===== config.mk =====
export PLATFORM = sky130hd
export DESIGN_NAME = type_length_frame_deframer_flat
export DESIGN_NICKNAME = d
export VERILOG_FILES = /design/src/hdl/tlfd_pkg.sv /design/src/hdl/tlfd_ifs.sv /design/src/hdl/tlfd_cfg_regs.sv /design/src/hdl/tlfd_parser.sv /design/src/hdl/tlfd_out_reg.sv /design/src/hdl/type_length_frame_deframer.sv /design/src/flat_wrapper.sv
export SDC_FILE = /design/constraint.sdc
export NUM_CORES = 1
export LEC_CHECK = 0
export BUFFER_PORTS_ARGS = -buffer_cell sky130_fd_sc_hd__clkbuf_2
export CELL_PAD_IN_SITES_DETAIL_PLACEMENT = 1
export CELL_PAD_IN_SITES_GLOBAL_PLACEMENT = 1
export CORE_ASPECT_RATIO = 0.9
export CORE_MARGIN = 3
export CORE_UTILIZATION = 25
export DETAILED_ROUTE_END_ITERATION = 8
export HOLD_SLACK_MARGIN = 0.1
export PLACE_DENSITY_LB_ADDON = 0.15
export SLEW_MARGIN = 10
export SYNTH_ARGS = -nofsm -noshare
export SYNTH_HDL_FRONTEND = slang
export SYNTH_SLANG_ARGS = --single-unit

===== constraint.sdc =====
create_clock -name clk -period 6.3 [get_ports clk]
set_input_delay 0.315 -clock clk [delete_from_list [all_inputs] [get_ports clk]]
set_output_delay 0.315 -clock clk [all_outputs]
set_load 0.01 [all_outputs]

===== src/hdl/tlfd_pkg.sv =====
// Shared types and constants of the type-length frame deframer.
package tlfd_pkg;

	localparam logic [7:0] TYPE_QUEUED   = 8'h51;
	localparam logic [7:0] TYPE_REALTIME = 8'h52;
	localparam logic [2:0] HEADER_BYTES  = 3'd5;

	localparam logic KIND_DATA       = 1'b0;
	localparam logic KIND_LINK_RESET = 1'b1;

	localparam int CFG_IDX_W = 2;

	localparam logic [31:0] MAX_FRAME_RESET    = 32'd1048576;
	localparam logic [31:0] MAX_QUEUED_RESET   = 32'd65536;
	localparam logic [31:0] MAX_REALTIME_RESET = 32'd256;

	typedef enum logic [CFG_IDX_W-1:0] {
		REG_MAX_FRAME    = 2'd0,
		REG_MAX_QUEUED   = 2'd1,
		REG_MAX_REALTIME = 2'd2
	} cfg_reg_t;

	typedef enum logic [2:0] {
		ERR_NONE       = 3'd0,
		ERR_TOTAL      = 3'd1,
		ERR_TYPE_LIMIT = 3'd2,
		ERR_UNKNOWN    = 3'd3,
		ERR_TRUNCATED  = 3'd4
	} err_t;

	typedef struct packed {
		logic [31:0] max_frame;
		logic [31:0] max_queued;
		logic [31:0] max_realtime;
	} limits_t;

	typedef struct packed {
		logic       frame_type;
		logic [7:0] payload_byte;
		logic       empty_frame;
		logic       last;
		err_t       error;
	} result_t;

endpackage


===== src/hdl/tlfd_ifs.sv =====
// Channel interfaces of the type-length frame deframer.
interface tlfd_in_if;
	logic       valid;
	logic       ready;
	logic       kind;
	logic [7:0] data_byte;
	modport source (output valid, output kind, output data_byte, input ready);
	modport sink (input valid, input kind, input data_byte, output ready);
endinterface

interface tlfd_out_if;
	logic       valid;
	logic       ready;
	logic       frame_type;
	logic [7:0] payload_byte;
	logic       empty_frame;
	logic       last;
	logic [2:0] error;
	modport source (output valid, output frame_type, output payload_byte,
		output empty_frame, output last, output error, input ready);
	modport sink (input valid, input frame_type, input payload_byte,
		input empty_frame, input last, input error, output ready);
endinterface

interface tlfd_cfg_if;
	import tlfd_pkg::*;
	logic                 valid;
	logic                 ready;
	logic [CFG_IDX_W-1:0] index;
	logic [31:0]          wdata;
	modport source (output valid, output index, output wdata, input ready);
	modport sink (input valid, input index, input wdata, output ready);
endinterface


===== src/hdl/tlfd_cfg_regs.sv =====
// Limit registers written through the configuration channel.
module tlfd_cfg_regs (
	input  logic             clk,
	input  logic             arst_n,
	tlfd_cfg_if.sink         cfg,
	output tlfd_pkg::limits_t limits
);
	import tlfd_pkg::*;

	limits_t limits_q;

	assign cfg.ready = 1'b1;
	assign limits    = limits_q;

	always_ff @(posedge clk or negedge arst_n) begin
		if (!arst_n) begin
			limits_q.max_frame    <= MAX_FRAME_RESET;
			limits_q.max_queued   <= MAX_QUEUED_RESET;
			limits_q.max_realtime <= MAX_REALTIME_RESET;
		end else if (cfg.valid) begin
			case (cfg.index)
				REG_MAX_FRAME:    limits_q.max_frame    <= cfg.wdata;
				REG_MAX_QUEUED:   limits_q.max_queued   <= cfg.wdata;
				REG_MAX_REALTIME: limits_q.max_realtime <= cfg.wdata;
				default: ;
			endcase
		end
	end
endmodule


===== src/hdl/tlfd_parser.sv =====
// Header parser and payload counter: parse state and the result of one beat.
module tlfd_parser (
	input  logic              clk,
	input  logic              arst_n,
	input  logic              step,
	input  logic              kind,
	input  logic [7:0]        data_byte,
	input  tlfd_pkg::limits_t limits,
	output logic              produce,
	output tlfd_pkg::result_t res
);
	import tlfd_pkg::*;

	logic [2:0]  hc_q, hc_d;
	logic [7:0]  type_q, type_d;
	logic [31:0] len_q, len_d;
	logic [31:0] left_q, left_d;
	logic        halted_q, halted_d;
	logic [31:0] len_new;
	logic        is_q, is_r;
	err_t        hdr_err;

	assign len_new = {len_q[23:0], data_byte};
	assign is_q    = (type_q == TYPE_QUEUED);
	assign is_r    = (type_q == TYPE_REALTIME);

	// The total limit wins over the type limit, which wins over an unknown type.
	always_comb begin
		if (len_new > limits.max_frame)
			hdr_err = ERR_TOTAL;
		else if (is_q && len_new > limits.max_queued)
			hdr_err = ERR_TYPE_LIMIT;
		else if (is_r && len_new > limits.max_realtime)
			hdr_err = ERR_TYPE_LIMIT;
		else if (!is_q && !is_r)
			hdr_err = ERR_UNKNOWN;
		else
			hdr_err = ERR_NONE;
	end

	always_comb begin
		hc_d     = hc_q;
		type_d   = type_q;
		len_d    = len_q;
		left_d   = left_q;
		halted_d = halted_q;
		produce  = 1'b0;
		res.frame_type   = is_r;
		res.payload_byte = 8'd0;
		res.empty_frame  = 1'b0;
		res.last         = 1'b0;
		res.error        = ERR_NONE;
		if (kind == KIND_LINK_RESET) begin
			produce   = !halted_q && (hc_q != 3'd0);
			res.error = ERR_TRUNCATED;
			hc_d      = 3'd0;
			type_d    = 8'd0;
			len_d     = 32'd0;
			left_d    = 32'd0;
			halted_d  = 1'b0;
		end else if (halted_q) begin
			produce = 1'b0;
		end else if (hc_q == HEADER_BYTES) begin
			produce          = 1'b1;
			res.payload_byte = data_byte;
			left_d           = left_q - 32'd1;
			if (left_q == 32'd1) begin
				res.last = 1'b1;
				hc_d     = 3'd0;
				len_d    = 32'd0;
			end
		end else if (hc_q == 3'd0) begin
			type_d = data_byte;
			len_d  = 32'd0;
			hc_d   = 3'd1;
		end else begin
			len_d = len_new;
			hc_d  = hc_q + 3'd1;
			if (hc_q == HEADER_BYTES - 3'd1) begin
				if (hdr_err != ERR_NONE) begin
					produce   = 1'b1;
					res.error = hdr_err;
					halted_d  = 1'b1;
					hc_d      = 3'd0;
					left_d    = 32'd0;
				end else if (len_new == 32'd0) begin
					produce         = 1'b1;
					res.empty_frame = 1'b1;
					res.last        = 1'b1;
					hc_d            = 3'd0;
				end else begin
					left_d = len_new;
				end
			end
		end
	end

	always_ff @(posedge clk or negedge arst_n) begin
		if (!arst_n) begin
			hc_q     <= 3'd0;
			type_q   <= 8'd0;
			len_q    <= 32'd0;
			left_q   <= 32'd0;
			halted_q <= 1'b0;
		end else if (step) begin
			hc_q     <= hc_d;
			type_q   <= type_d;
			len_q    <= len_d;
			left_q   <= left_d;
			halted_q <= halted_d;
		end
	end

`ifndef ASSERT_OFF
	a_payload_pending: assert property (@(posedge clk) disable iff (!arst_n)
		hc_q == HEADER_BYTES |-> left_q != 32'd0)
		else $error("payload phase with no bytes left");
	a_halt_clears_header: assert property (@(posedge clk) disable iff (!arst_n)
		halted_q |-> hc_q == 3'd0)
		else $error("halted with a header in progress");
	a_link_reset_clears: assert property (@(posedge clk) disable iff (!arst_n)
		step && kind == KIND_LINK_RESET |=> hc_q == 3'd0 && !halted_q)
		else $error("link reset left parse state behind");
`endif
endmodule


===== src/hdl/tlfd_out_reg.sv =====
// Result register that drives the output channel.
module tlfd_out_reg (
	input  logic              clk,
	input  logic              arst_n,
	input  logic              load,
	input  tlfd_pkg::result_t res,
	output logic              can_load,
	tlfd_out_if.source        frames
);
	import tlfd_pkg::*;

	logic    valid_q;
	result_t res_q;

	assign can_load            = !valid_q || frames.ready;
	assign frames.valid        = valid_q;
	assign frames.frame_type   = res_q.frame_type;
	assign frames.payload_byte = res_q.payload_byte;
	assign frames.empty_frame  = res_q.empty_frame;
	assign frames.last         = res_q.last;
	assign frames.error        = res_q.error;

	always_ff @(posedge clk or negedge arst_n) begin
		if (!arst_n) begin
			valid_q <= 1'b0;
		end else if (can_load) begin
			valid_q <= load;
		end
	end

	always_ff @(posedge clk) begin
		if (can_load && load) begin
			res_q <= res;
		end
	end
endmodule


===== src/hdl/type_length_frame_deframer.sv =====
// Top level of the type-length frame deframer.
//
// The stream channel takes one beat per received byte (kind 0) or per link
// reset (kind 1). Each frame on the link is a type byte, 'Q' or 'R', then a
// four-byte big-endian length and that many payload bytes. The frames
// channel gives one beat per payload byte, with last on the final one, one
// empty marker for a zero-length frame, and error beats for an oversized
// length, an unknown type or a frame cut short by a link reset. After a
// header error every byte is dropped until the next link reset.
// An accepted beat is held in the input register and parsed from there, and
// its result, if any, is loaded into the result register that drives the
// frames channel. One beat is taken in every cycle while the frames
// receiver keeps ready high; the single parser state update per byte sets
// this rate. When the receiver stalls, the result register holds its beat
// and the input register fills, then stream ready drops until it drains.
// The configuration channel writes the three length limits and is always
// ready; it is meant to be written while no frame is in flight.
// Reset clears the parse state, the halt and the valid flags of both
// pipeline registers and loads the default limits.
module type_length_frame_deframer (
	input  logic     clk,
	input  logic     arst_n,
	tlfd_in_if.sink  stream,
	tlfd_out_if.source frames,
	tlfd_cfg_if.sink cfg
);
	import tlfd_pkg::*;

	logic       valid_s1;
	logic       kind_s1;
	logic [7:0] byte_s1;
	logic       can_load;
	logic       advance;
	logic       produce;
	limits_t    limits;
	result_t    res;

	// The registered beat moves on whenever the result register has room,
	// whether or not it yields a result.
	assign advance      = valid_s1 && can_load;
	assign stream.ready = !valid_s1 || advance;

	always_ff @(posedge clk or negedge arst_n) begin
		if (!arst_n) begin
			valid_s1 <= 1'b0;
		end else if (stream.ready) begin
			valid_s1 <= stream.valid;
		end
	end

	always_ff @(posedge clk) begin
		if (stream.ready && stream.valid) begin
			kind_s1 <= stream.kind;
			byte_s1 <= stream.data_byte;
		end
	end

	tlfd_cfg_regs u_cfg (
		.clk    (clk),
		.arst_n (arst_n),
		.cfg    (cfg),
		.limits (limits)
	);

	tlfd_parser u_parser (
		.clk       (clk),
		.arst_n    (arst_n),
		.step      (advance),
		.kind      (kind_s1),
		.data_byte (byte_s1),
		.limits    (limits),
		.produce   (produce),
		.res       (res)
	);

	tlfd_out_reg u_out (
		.clk      (clk),
		.arst_n   (arst_n),
		.load     (advance && produce),
		.res      (res),
		.can_load (can_load),
		.frames   (frames)
	);
endmodule

===== src/flat_wrapper.sv =====
// flat-port wrapper written by rule: the top's interface ports become plain ports
module type_length_frame_deframer_flat import tlfd_pkg::*;
  (clk, arst_n, stream_valid, stream_kind, stream_data_byte, stream_ready, frames_valid, frames_frame_type, frames_payload_byte, frames_empty_frame, frames_last, frames_error, frames_ready, cfg_valid, cfg_index, cfg_wdata, cfg_ready);
  tlfd_in_if stream_i ();
  tlfd_out_if frames_i ();
  tlfd_cfg_if cfg_i ();
  input  logic clk;
  input  logic arst_n;
  input wire logic [$bits(stream_i.valid)-1:0] stream_valid;
  input wire logic [$bits(stream_i.kind)-1:0] stream_kind;
  input wire logic [$bits(stream_i.data_byte)-1:0] stream_data_byte;
  output wire logic [$bits(stream_i.ready)-1:0] stream_ready;
  output wire logic [$bits(frames_i.valid)-1:0] frames_valid;
  output wire logic [$bits(frames_i.frame_type)-1:0] frames_frame_type;
  output wire logic [$bits(frames_i.payload_byte)-1:0] frames_payload_byte;
  output wire logic [$bits(frames_i.empty_frame)-1:0] frames_empty_frame;
  output wire logic [$bits(frames_i.last)-1:0] frames_last;
  output wire logic [$bits(frames_i.error)-1:0] frames_error;
  input wire logic [$bits(frames_i.ready)-1:0] frames_ready;
  input wire logic [$bits(cfg_i.valid)-1:0] cfg_valid;
  input wire logic [$bits(cfg_i.index)-1:0] cfg_index;
  input wire logic [$bits(cfg_i.wdata)-1:0] cfg_wdata;
  output wire logic [$bits(cfg_i.ready)-1:0] cfg_ready;
  assign stream_i.valid = stream_valid;
  assign stream_i.kind = stream_kind;
  assign stream_i.data_byte = stream_data_byte;
  assign stream_ready = stream_i.ready;
  assign frames_valid = frames_i.valid;
  assign frames_frame_type = frames_i.frame_type;
  assign frames_payload_byte = frames_i.payload_byte;
  assign frames_empty_frame = frames_i.empty_frame;
  assign frames_last = frames_i.last;
  assign frames_error = frames_i.error;
  assign frames_i.ready = frames_ready;
  assign cfg_i.valid = cfg_valid;
  assign cfg_i.index = cfg_index;
  assign cfg_i.wdata = cfg_wdata;
  assign cfg_ready = cfg_i.ready;
  type_length_frame_deframer u_core (.clk(clk), .arst_n(arst_n), .stream(stream_i), .frames(frames_i), .cfg(cfg_i));
endmodule

* Word level (Yosys, flattened, before mapping) *
Cells that the tools add are included.

storage, ports and cells
  register bits after elaboration = 189
  latch bits = 0
  bits in writable memories = 0
  bits in read-only memories = 0
  bits of input ports = 48
  output and inout bits = 17
  word-level logic and storage cells = 120
  memories = 0

operators by class
  add/sub/neg operators = 2
  multiply operators = 0
  div/mod/pow operators = 0
  magnitude comparators = 3
  equal/unequal tests = 12
  shift operators = 0
  muxes and demuxes = 50
  bitwise logic cells = 3
  reductions and logical operators = 32

operators by type and width
  cell                                                count
  2-to-1 mux 32 bit                                   7
  2-to-1 mux 24 bit                                   5
  greater-than comparator 32 bit                      3
  2-to-1 mux 3 bit                                    12
  == test 32 x 1 -> 1 bit, second input constant      1
  zero test 32 bit                                    1
  2-to-1 mux 8 bit                                    4
  subtractor 32 x 1 -> 32 bit, second input constant  1
  == test 8 x 7 -> 1 bit, second input constant       2
  2-to-1 mux 1 bit                                    15
  OR reduction 6 bit                                  2
  2-to-1 mux 2 bit                                    5
  2-to-1 mux 5 bit                                    2
  nonzero test 3 bit                                  3
  logical AND 1 bit                                   8
  == test 3 bit, second input constant                2
  AND reduction 2 bit                                 3
  zero test 1 bit                                     5
  AND reduction 5 bit                                 1
  != test 2 x 1 -> 1 bit, second input constant       2
  != test 4 x 3 -> 1 bit, second input constant       1
  AND reduction 4 bit                                 1
  adder 3 x 1 -> 3 bit, second input constant         1
  zero test 3 bit                                     1
  11 further kinds                                    14

* Depth between registers and ports, before layout *
  word-level depth = 16
  depth in mapped cells = 11

* Modules after synthesis *
Synthesis repeated with hierarchy kept, for this count alone.

second synthesis, totals
  cell total of the unflattened synthesis = 1,130
  area, all modules = 11,334.6 µm²

by module, submodules not included
  module                      times used  cells an instance  area each (µm²)  sequential area each (µm²)
  tlfd_parser                 1           891                6,882.9          1,701.6
  tlfd_cfg_regs               1           206                3,641.0          2,406.1
  tlfd_out_reg                1           18                 474.2            445.4
  type_length_frame_deframer  1           15                 336.6            295.3

* Worst setup path after synthesis *
Ideal clock, no wire load.

  kind = register to register
  start point = register u_core.u_parser.len_q[22]
  end point = register u_core.u_out.res_q (netlist bit u_core.u_out.frames.empty_frame) (enable)
  library setup time = 396 ps
  arrival = 2,883 ps
  required time = 5,904 ps
  setup slack = 3,021 ps
  stages on the path, launching flop included = 9
  path buffers = 0
  period minus slack after synthesis = 3,279 ps
  cells stage by stage = dfrtp_1 > ha_1 > nand4_1 > or4_1 > nand2b_1 > a31oi_1 > a211o_1 > nor4_4 > a31oi_1

between the ends
  cells in the longest elaborated chain, start to end = 14
  elaborated cells on any way between the ends = 19

RTL lines
  element                         line                              source
  from (decl)                     tlfd_parser.sv:16                 logic [31:0] len_q, len_d;
  from (signal assigned)          tlfd_parser.sv:108                len_q <= len_d;
  greater-than comparator 32 bit  tlfd_parser.sv:33                 else if (is_r && len_new > limits.max_realtime)
  logical AND 1 bit               tlfd_parser.sv:33
  2-to-1 mux 2 bit                tlfd_parser.sv:33
  2-to-1 mux 2 bit                tlfd_parser.sv:31                 else if (is_q && len_new > limits.max_queued)
  2-to-1 mux 3 bit                tlfd_parser.sv:29                 if (len_new > limits.max_frame)
  nonzero test 3 bit              tlfd_parser.sv:80                 if (hdr_err != ERR_NONE) begin
  2-to-1 mux 1 bit (*)            tlfd_parser.sv:80
  2-to-1 mux 1 bit (*)            tlfd_parser.sv:79                 if (hc_q == HEADER_BYTES - 3'd1) begin
  2-to-1 mux 1 bit (*)            tlfd_parser.sv:72                 end else if (hc_q == 3'd0) begin
  2-to-1 mux 1 bit (*)            tlfd_parser.sv:63                 end else if (hc_q == HEADER_BYTES) begin
  2-to-1 mux 1 bit (*)            tlfd_parser.sv:61                 end else if (halted_q) begin
  2-to-1 mux 1 bit (*)            tlfd_parser.sv:53                 if (kind == KIND_LINK_RESET) begin
  logical AND 1 bit (*)           type_length_frame_deframer.sv:79  .load (advance && produce),
  logical AND 1 bit (*)           tlfd_out_reg.sv:32                if (can_load && load) begin
  to (signal assigned)            tlfd_out_reg.sv:33                res_q <= res;
  to (decl)                       tlfd_out_reg.sv:13                result_t res_q;

Mark *: on every way between the ends. The rest lies on a longest branch, timed or not.
A chain may end at the register's enable or synchronous reset.

* Worst setup path in the final report *
  start point = register u_core.byte_s1[7]
  end point = register u_core.u_parser.left_q[5]

between the ends
  cells in the longest elaborated chain, start to end = 12
  elaborated cells on any way between the ends = 18

RTL lines
  element                         line                              source
  from (decl)                     type_length_frame_deframer.sv:31  logic [7:0] byte_s1;
  from (signal assigned)          type_length_frame_deframer.sv:54  byte_s1 <= stream.data_byte;
  greater-than comparator 32 bit  tlfd_parser.sv:33
  logical AND 1 bit               tlfd_parser.sv:33
  2-to-1 mux 2 bit                tlfd_parser.sv:33
  2-to-1 mux 2 bit                tlfd_parser.sv:31
  2-to-1 mux 3 bit                tlfd_parser.sv:29
  nonzero test 3 bit              tlfd_parser.sv:80
  2-to-1 mux 32 bit               tlfd_parser.sv:80
  2-to-1 mux 32 bit               tlfd_parser.sv:79
  2-to-1 mux 32 bit               tlfd_parser.sv:72
  2-to-1 mux 32 bit               tlfd_parser.sv:63
  2-to-1 mux 32 bit               tlfd_parser.sv:61
  2-to-1 mux 32 bit               tlfd_parser.sv:53
  to (signal assigned)            tlfd_parser.sv:109                left_q <= left_d;
  to (decl)                       tlfd_parser.sv:17                 logic [31:0] left_q, left_d;

Several ways; a longest one is shown, not always the timed one. The select of a mux whose other input is x is not followed.

==> flow_summary.json <==
{
  "htreeDepth": 4,
  "grt.busiest_layer": "met2",
  "cp-start-kind": "register",
  "setup_tns_ns": 0,
  "cellPowerDensity_nw_per_um2": 313,
  "drt_iter0_drc": 336,
  "grt_usage": 0.156,
  "cts_sinks": 189,
  "cts_resized": 0,
  "synth_top_flop_cell": "dfrtp_1",
  "layout_setup_ws_ns": 2.10,
  "syn_avg_cell_area_um2": 10.0,
  "p_leak_uw": 0.00571,
  "syn_to_final_growth_pct": 18.5,
  "holdWs_ns": 0.124,
  "synthesis.instances": 1048,
  "crit_type": "register to register",
  "drv_cap": 0,
  "vias_per_cell": 4.82,
  "grt_use_met2": 0.236,
  "io_buffers": 63,
  "fill_cells": 4643,
  "wirelength_mm": 33.6,
  "place_area_um2": 11500,
  "clk_pin_slew_ns": 0.08,
  "yosys-top-cells-area": "dfrtp_1 (39%), ha_1 (12%), mux2_2 (7.0%)",
  "antenna_found_initial": 0,
  "hold_viol": 0,
  "ys_types": 65,
  "drtPass1Iterations": 5,
  "die_width_um": 222,
  "ys_seq_area_frac": 0.461,
  "grt-ovfl-total": 0,
  "endpoint_kind": "register",
  "cts_tree": "done",
  "drc": 0,
  "core_um2": 41100,
  "cp_data_required_time_ns": 6.64,
  "clk_latency_ns": 0.46,
  "period_needed_ns": 4.20,
  "synth_top_area_share": 0.387,
  "place_hpwl_mm": 24.7,
  "gp_congestion": 0.801,
  "grt_pass1_wl_mm": 53.8,
  "irDropWorstVdd_v": 0.000143,
  "arrival_ns": 4.54,
  "grt_pass1_vias": 8650,
  "nets": 1291,
  "grt_max_degree": 64,
  "final_area_um2": 12500,
  "finClkSkew_ns": 0.0132,
  "synth_edf_count": 23,
  "hold_path.class": "input pin to register",
  "final_common_cell": "dfrtp_1",
  "netlist_area_um2": 10500,
  "post-route-period-util": 0.667,
  "place_ws_ns": 2.05,
  "worst_pin_slew_ns": 1.11,
  "crit_path_max_fanout": 21,
  "numCtsBuffers": 17,
  "setup_viol_count_final": 0,
  "drv_slew": 0,
  "fp-row-count": 70,
  "vias": 8178,
  "wl_per_cell_um": 19.8,
  "synth_warnings": 0,
  "clock-root-buffer": "clkbuf_16",
  "use_met3": 0.0224,
  "rsz0062_at_grt": "false",
  "async_reset_ff_frac": 0.878,
  "relSlewSlack": 0.256,
  "yosys_register_bits": 189,
  "die_h_um": 201,
  "ios": 65,
  "status": "complete, no violations",
  "grtUsageMet1": 0.231,
  "initial_core_util": 0.256,
  "antenna_cells": 0,
  "fmax_ghz": 0.238,
  "syn-num-nets": 1197,
  "clock_path_buffers": 2,
  "dieArea_um2": 44600,
  "synth_top_area_cell": "dfrtp_1",
  "final_cell_mix": "dfrtp_1 (163), inv_1 (107), ha_1 (101)",
  "drive_above_1_share": 0.166,
  "drtAntennaViolNets": 0
}
==> synthesized netlist by cell type (5+ instances only) <==
cell / n
a211oi_1: 5
xor2_1: 10
a21oi_1: 55
edfxtp_1: 23
and3_1: 13
nand3_1: 19
o21ai_1: 22
a31oi_1: 26
nor3_1: 18
o21ai_0: 75
clkbuf_1: 28
nor4_1: 23
dfrtp_1: 163
nand2b_1: 6
buf_2: 9
nor2b_1: 8
nand2_1: 90
ha_1: 101
mux2_2: 65
a21o_1: 8
nor2_1: 50
a22o_1: 32
nand4_1: 22
inv_1: 107
==> per-stage QoR <==
stage	util	total power, uW	cells
after floorplan	-	2330	1048
after global placement	0.280	2760	1626
after detailed placement	0.280	2770	1626
after CTS	0.304	3980	1695
after global routing	0.304	4190	1695
final	0.304	3910	1695
==> timing repair <==
| action | 4_1_cts | 5_1_grt |
|---|---|---|
| setup buffers | 0 | 0 |
| hold endpoints to repair | 115 | 0 |
| hold buffers | 37 | 0 |
| endpoints found under the setup margin | 0 | 0 |
==> flip-flops by register name (all words and copies together), names as in the netlist <==
name                              cells
u_core.byte_s1                        8
u_core.kind_s1                        1
u_core.u_cfg.limits                  96
u_core.u_out.frames.empty_frame       1
u_core.u_out.frames.error             3
u_core.u_out.frames.frame_type        1
u_core.u_out.frames.last              1
u_core.u_out.frames.payload_byte      8
u_core.u_out.frames.valid             1
u_core.u_parser.halted_q              1
u_core.u_parser.hc_q                  3
u_core.u_parser.left_q               32
u_core.u_parser.len_q                24
u_core.u_parser.type_q                8
u_core.valid_s1                       1
==> per-layer routing <==
layer	routed length, um	share of wire
met3	833	0.025
met4	469	0.014
met1	17600	0.52
met2	14700	0.44
met5	0	0
==> report_power, final <==
group / internal [uW] / switching, uW
Sequential: 1440 / 209
Clock: 631 / 531
Combinational: 445 / 650
==> cell families (layout without fill, tap and decap cells) <==
kind of cell | Yosys count | in the layout | share of synthesized area
fa+ha+maj | 101 | 101 | 0.120
buf+inv | 148 | 255 | 0.0542
mux | 65 | 65 | 0.0695
flops | 189 | 189 | 0.461
simple gates | 279 | 279 | 0.136
compound gates | 252 | 252 | 0.149
xor+xnor | 13 | 13 | 0.0108
other cells | 1 | 1 | 0.000356
==> final timing paths <==
| path | depth (start not counted) | slack, ns | endpoint | start |
|---|---|---|---|---|
| hold / removal | 3 | 0.12 | u_core.u_cfg.limits[72] | cfg_wdata[8] |
| setup reg to reg | 10 | 2.10 | u_core.u_parser.left_q[5] | u_core.byte_s1[7] |
| hold reg to reg | 1 | 0.51 | u_core.u_parser.type_q[4] | u_core.u_parser.type_q[4] |
| max in group asynchronous | 3 | 4.64 | u_core.u_cfg.limits[92] | arst_n |
| setup / recovery | 10 | 2.10 | u_core.u_parser.left_q[5] | u_core.byte_s1[7] |
| min in group asynchronous | 2 | 0.37 | u_core.u_out.frames.valid | arst_n |
==> area by class of cell <==
class | instances | area, um2 | area share
Multi-Input combinational cell | 711 | 5120 | 0.411
Sequential cell | 189 | 4850 | 0.389
Timing Repair Buffer | 115 | 805 | 0.0645
Tap cell | 540 | 676 | 0.0542
Clock buffer | 17 | 425 | 0.0341
Inverter | 108 | 405 | 0.0325
Clock inverter | 15 | 185 | 0.0149
==> critical path: stages, from the launching register on <==
cell	delay, ns
edfxtp_1	0.67
ha_1	0.44
nand4_1	0.13
or4_1	0.59
o31ai_1	0.25
a31oi_1	0.10
a211o_1	0.39
o41ai_4	0.89
buf_4	0.39
nor2b_1	0.16
a31oi_1	0.05
Note: power is estimated with default switching activity, not from simulation.
